File: src/rtl/core/inps_pkg.sv
// types and constants shared by the interval nearest point store
// no dependencies
package inps_pkg;

   localparam int PointWidth = 34;
   localparam int DistWidth  = 33;

   localparam logic CMD_INSERT = 1'b0;
   localparam logic CMD_QUERY  = 1'b1;

   localparam logic [DistWidth-1:0] DIST_SAT = {DistWidth{1'b1}};

   typedef struct packed {
      logic               command;
      logic signed [31:0] x;
      logic signed [31:0] y;
   } req_type;

   typedef struct packed {
      logic [DistWidth-1:0] distance;
      logic                 store_empty;
      logic                 overflowed;
   } rsp_type;

   typedef enum logic [3:0] {
      ST_IDLE,
      ST_START_A,
      ST_SCAN_A,
      ST_COMMIT_A,
      ST_START_B,
      ST_SCAN_B,
      ST_COMMIT_B,
      ST_QRY_START,
      ST_QRY_SCAN,
      ST_RESULT
   } state_type;

   // controller to datapath
   typedef struct packed {
      logic load;
      logic clear;
      logic use_b;
      logic scan;
      logic commit;
      logic rsp_load;
   } ctl_cmd_type;

   // datapath to controller
   typedef struct packed {
      logic scan_done;
      logic rsp_free;
   } ctl_sts_type;

endpackage

File: src/rtl/core/inps_ctrl.sv
// controller state machine sequencing insert scans, query scans and results
// depends on inps_pkg
module inps_ctrl import inps_pkg::*; (
   input  logic        clock,
   input  logic        reset,
   input  logic        req_valid,
   input  logic        req_command,
   output logic        req_stall,
   output ctl_cmd_type cmd,
   input  ctl_sts_type sts
);

   state_type state_ff;
   state_type state_in;

   always_ff @(posedge clock) begin
      if (reset) begin
         state_ff <= ST_IDLE;
      end else begin
         state_ff <= state_in;
      end
   end

   always_comb begin
      state_in = state_ff;
      case (state_ff)
         ST_IDLE: begin
            if (req_valid) begin
               state_in = (req_command == CMD_QUERY) ? ST_QRY_START : ST_START_A;
            end
         end
         ST_START_A:   state_in = ST_SCAN_A;
         ST_SCAN_A:    if (sts.scan_done) state_in = ST_COMMIT_A;
         ST_COMMIT_A:  state_in = ST_START_B;
         ST_START_B:   state_in = ST_SCAN_B;
         ST_SCAN_B:    if (sts.scan_done) state_in = ST_COMMIT_B;
         ST_COMMIT_B:  state_in = ST_IDLE;
         ST_QRY_START: state_in = ST_QRY_SCAN;
         ST_QRY_SCAN:  if (sts.scan_done) state_in = ST_RESULT;
         ST_RESULT:    if (sts.rsp_free) state_in = ST_IDLE;
         default:      state_in = ST_IDLE;
      endcase
   end

   always_comb begin
      cmd       = '0;
      req_stall = 1'b1;
      case (state_ff)
         ST_IDLE: begin
            req_stall = 1'b0;
            cmd.load  = req_valid;
         end
         ST_START_A:   cmd.clear = 1'b1;
         ST_START_B: begin
            cmd.clear = 1'b1;
            cmd.use_b = 1'b1;
         end
         ST_QRY_START: cmd.clear = 1'b1;
         ST_SCAN_A,
         ST_SCAN_B,
         ST_QRY_SCAN:  cmd.scan = 1'b1;
         ST_COMMIT_A,
         ST_COMMIT_B:  cmd.commit = 1'b1;
         ST_RESULT:    cmd.rsp_load = sts.rsp_free;
         default:      cmd = '0;
      endcase
   end

endmodule

File: config.mk
export PLATFORM = sky130hd
export DESIGN_NAME = inps_ctrl
export DESIGN_NICKNAME = d
export VERILOG_FILES = /design/src/rtl/core/inps_pkg.sv /design/src/rtl/core/inps_ctrl.sv
export SDC_FILE = /design/constraint.sdc
export NUM_CORES = 1
export LEC_CHECK = 0
export CAP_MARGIN = 20
export CELL_PAD_IN_SITES_DETAIL_PLACEMENT = 1
export CELL_PAD_IN_SITES_GLOBAL_PLACEMENT = 2
export CORE_AREA = 3 3 40 42
export DETAILED_ROUTE_END_ITERATION = 6
export DIE_AREA = 0 0 43 45
export DONT_BUFFER_PORTS = 1
export PLACE_DENSITY_LB_ADDON = 0.1
export SYNTH_ARGS = -nofsm -noshare
export SYNTH_HDL_FRONTEND = slang
export SYNTH_SLANG_ARGS = --single-unit
File: constraint.sdc
create_clock -name clock -period 1.71 [get_ports clock]
set_input_delay 0.171 -clock clock [delete_from_list [all_inputs] [get_ports clock]]
set_output_delay 0.171 -clock clock [all_outputs]
set_load 0.02 [all_outputs]
---- Word-level counts from Yosys, hierarchy flattened ----
Index checks and enable logic that the tools add are counted.
storage, ports and cells
  register bits ........................... 4
  input port bits ......................... 6
cells by class
  equality and inequality tests ........... 14
  mux-type cells .......................... 14
  reductions and logical operators ........ 5
operators by type and width
  kind                                                 number
  one-hot mux 4 bit (9 select lines)                   1
  two-way mux 4 bit                                    5
  equality test 4 x 3 -> 1 bit, second input constant  4
  != test 2 bit, second input constant                 5
  equality test 4 x 2 -> 1 bit, second input constant  2
  equality test 4 bit, second input constant           2
  two-way mux 1 bit                                    7
  OR reduction 3 bit                                   2
  AND reduction 5 bit                                  1
  equality test 4 x 1 -> 1 bit, second input constant  1
  zero test 4 bit                                      1
  two-way mux 3 bit                                    1
  OR reduction 2 bit                                   1

---- Depth between registers and ports, before layout ----
  depth in word-level cells ............... 3
  depth in mapped cells ................... 5
  mapped depth without buffers ............ 4

---- Least setup slack after synthesis ----
Ideal clock, no wire load.
  path kind ............................... register -> output
  start ................................... reg state_ff[0]
  end ..................................... out cmd[4] in the netlist's numbering
  arrival time ............................ 1,266 ps
  required time ........................... 1,539 ps
  setup slack ............................. 273 ps
  stages on the path, launching flop included .. 4
  buffers on the path ..................... 1
  cells stage by stage .................... dfxtp_1 > buf_2 > xnor2_1 > a211oi_1
RTL lines
  what                    RTL line         RTL
  from (decl)             inps_ctrl.sv:13  state_type state_ff;
  from (signal assigned)  inps_ctrl.sv:20  state_ff <= state_in;
  to (decl)               inps_ctrl.sv:9   output ctl_cmd_type cmd,

==> summary.md <==
| Metric | Value |
|---|---|
| Critical path launch point type | `flip-flop` |
| Core area | `1280 sq um` |
| H-tree Lvls | `1` |
| Slowest cell on crit path | `dfxtp_1` |
| DR vias | `378` |
| Die W | `43 um` |
| Total track usage | `0.128` |
| Final Skew | `0.00480 ns` |
| Maximum clock frequency | `632 MHz` |
| Cell family with most CP delay | `flip-flops` |
| TritonCTS clock tree | `built` |
| Initial antenna violation count | `0` |
| Met3 Use GR | `0.0717` |
| Cells after Synth | `49` |
| CP Max Fanout | `10` |
| Largest register FFs | `4` |
| Top reg by flops | `state_ff` |
| Fin. Hold Viols | `0` |
| CP arrival | `1.41 ns` |
| Area growth, synth to finish | `16.1%` |
| Die Area | `1940 sq um` |
| Num Clock Sinks | `4` |
| Worst path required time | `1.54 ns` |
| Fin cells | `68` |
| Worst path buffer plus inverter count | `2` |
| Post-synth cell types | `29` |
| DRC viols | `0` |
| Die Span Y | `45 um` |
| Biggest regs | `state_ff (4)` |
| Setup ws final | `0.128 ns` |
| Crit share post-route | `0.925` |
| Clk pin slew, worst setup/hold paths | `0.04 ns` |
| CTS buffer count | `3` |
| Max stage delay on crit path | `0.45 ns` |
| DP HPWL | `819 um` |
| Routing usage on met1 | `0.161` |
| Synth Net Count | `55` |
| Worst-Margin Slew | `0.464 ns` |
| Fin nets | `61` |
| Clk root buf | `clkbuf_4` |
| Final setup fails | `0` |
| Post-Place Setup Slack | `0.101 ns` |
| Status | `finished clean` |
| Pin count of the biggest net entering global routing | `13` |
| Max-slew headroom | `0.689` |
| Worst-path cell chain | `buf_4 -> xnor2_1 -> a211oi_1 -> buf_4` |
| Synth Register Bits | `4` |
| Global Route met2 Usage | `0.198` |
| Clock buffer depth | `2` |
| Number of vias per cell | `5.56` |
| Max cap viols | `0` |
| Vias in the first global route | `376` |
| Io pins | `13` |
| Crit Path Category | `reg -> out` |
| GP Congestion | `0.814` |
| CP endpoint kind | `output port` |
| CP dominant cell by count | `buf_4` |
| Syn_area_per_cell | `8.07 sq um` |
| Reg2Reg Setup Slack | `0.15 ns` |
| Core Rows | `13` |
| Leak | `0.182 nW` |
| Slew Viols, Final | `0` |
| Top Usage Layer GRT | `met2` |
| Antenna Nets Post-Route | `0` |
| Clk_lat worst skew | `0.23 ns` |
| Max VDD drop | `759 uV` |
| Total congestion overflow | `0` |
| First-pass GRT wire length | `1.84 mm` |
| Post-layout minimum cycle time | `1.58 ns` |
| TNS Setup | `0 ns` |
| Drt total wl | `1.09 mm` |
| Ant diodes | `0` |
| Initial Utilization | `0.308` |
| Wirelength per Cell | `16.0 um` |
| Register area share after synthesis | `0.203` |
| DR iter-0 viols | `2` |
| Warnings, synthesis | `0` |
| IO buf count | `0` |
| Inst Count DP | `64` |
| Synthesized area | `395 sq um` |
| Layout cell share with drive strength beyond 1 | `0.302` |
| Hold WC Path Type | `in -> reg` |
| RSZ-0062 raised after global routing | `false` |
| Power per cell area | `2260 nW/um^2` |
| First-pass DRT Iterations | `2` |
report_power, final:
group	switching (W)	total, W	internal (W)
registers	0.000114	0.000255	0.000140
logic	0.000393	0.000670	0.000277
clock network	0.0000362	0.000115	0.0000783
total	0.000544	0.00104	0.000495
Yosys cell counts:
master / instances / area, sq um
buf_6: 1 / 11.3
xnor2_1: 1 / 8.76
nor3_1: 3 / 15.0
a211oi_2: 1 / 12.5
maj3_1: 1 / 10.0
o31ai_2: 2 / 25.0
and2_4: 1 / 8.76
inv_1: 3 / 11.3
nor4b_2: 2 / 30.0
a41o_1: 1 / 10.0
dfxtp_1: 4 / 80.1
and3_1: 2 / 12.5
buf_4: 1 / 7.51
nor3b_1: 1 / 7.51
clkinv_1: 1 / 3.75
and3b_1: 1 / 8.76
o2111ai_1: 1 / 8.76
a21oi_1: 5 / 25.0
a211oi_1: 1 / 7.51
nand3_1: 2 / 10.0
and4_1: 1 / 8.76
o21ai_0: 2 / 10.0
o21ai_1: 1 / 5.00
or3_1: 1 / 6.26
buf_2: 2 / 10.0
nand2_1: 1 / 3.75
nor2_1: 4 / 15.0
nor4bb_2: 1 / 16.3
a31oi_1: 1 / 6.26
path summary, 6_finish.rpt:
kind              depth (start not counted)                       end                     start
setup / recovery                          4                    cmd[4]  state_ff[0]$_SDFFE_PP0P_
hold / removal                            1  state_ff[0]$_SDFFE_PP0P_                     reset
setup reg to reg                          4  state_ff[2]$_SDFFE_PP0P_  state_ff[3]$_SDFFE_PP0P_
hold reg to reg                           2  state_ff[1]$_SDFFE_PP0P_  state_ff[1]$_SDFFE_PP0P_
layout by cell type (no fill, tap or decap):
cell type,netlist,final
nand3_1,2,2
a21oi_1,5,5
a211oi_1,1,1
o21ai_0,2,2
and2_4,1,1
a41o_1,1,1
o2111ai_1,1,1
maj3_1,1,1
nor3b_1,1,1
o21ai_1,1,1
inv_1,3,3
a211oi_2,1,1
nor3_1,3,3
and3_1,2,2
xnor2_1,1,1
clkbuf_4,0,3
and3b_1,1,1
dfxtp_2,0,2
clkinv_1,1,1
dfxtp_1,4,2
nor4b_4,0,1
buf_4,1,4
nor4bb_2,1,1
dlygate4sd3_1,0,1
nand2_1,1,1
nor2_1,4,4
or3_1,1,1
o31ai_2,2,2
and4_1,1,1
a31oi_1,1,1
nor4b_2,2,1
what timing repair did:
action / in CTS / in global routing
buffers inserted: 0 / 0
hold buffers: 1 / 0
setup endpoints to repair: 0 / 5
resized for setup: 0 / 3
hold endpoints to repair: 2 / 0
stage by stage:
stage / util / hold WS [ns] / area, sq um / total power, W
after detailed placement: 0.323 / 0.238 / 415 / 0.000902
after CTS: 0.349 / 0.0234 / 448 / 0.00103
final: 0.357 / 0.0328 / 459 / 0.00104
after floorplan: - / 0.236 / 395 / 0.000763
after global routing: 0.357 / 0.0152 / 459 / 0.00113
after global placement: 0.323 / 0.240 / 415 / 0.000874
routing by layer:
metal | vias up | share of wire
met5 | - | 0
met4 | 0 | 0
met3 | 0 | 0.050
met2 | 9 | 0.48
met1 | 176 | 0.47
li1 | 193 | -
kinds of logic after synthesis:
group	synth area share
and+or+nand+nor	0.361
AOI/OAI and AO/OA	0.278
buffers and inverters	0.111
DFF	0.203
xor gates and xnor gates	0.0222
adders and majority gates	0.0253
final cells by class:
| class | count | area (sq um) |
|---|---|---|
| inverters | 4 | 15.0 |
| clock buffers | 3 | 22.5 |
| fillers | 163 | 826 |
| repair buffers | 5 | 40.0 |
| multi-input cells | 37 | 280 |
| flip-flops and latches | 4 | 82.6 |
| well taps | 15 | 18.8 |
Note: power is estimated with default switching activity, not from simulation.
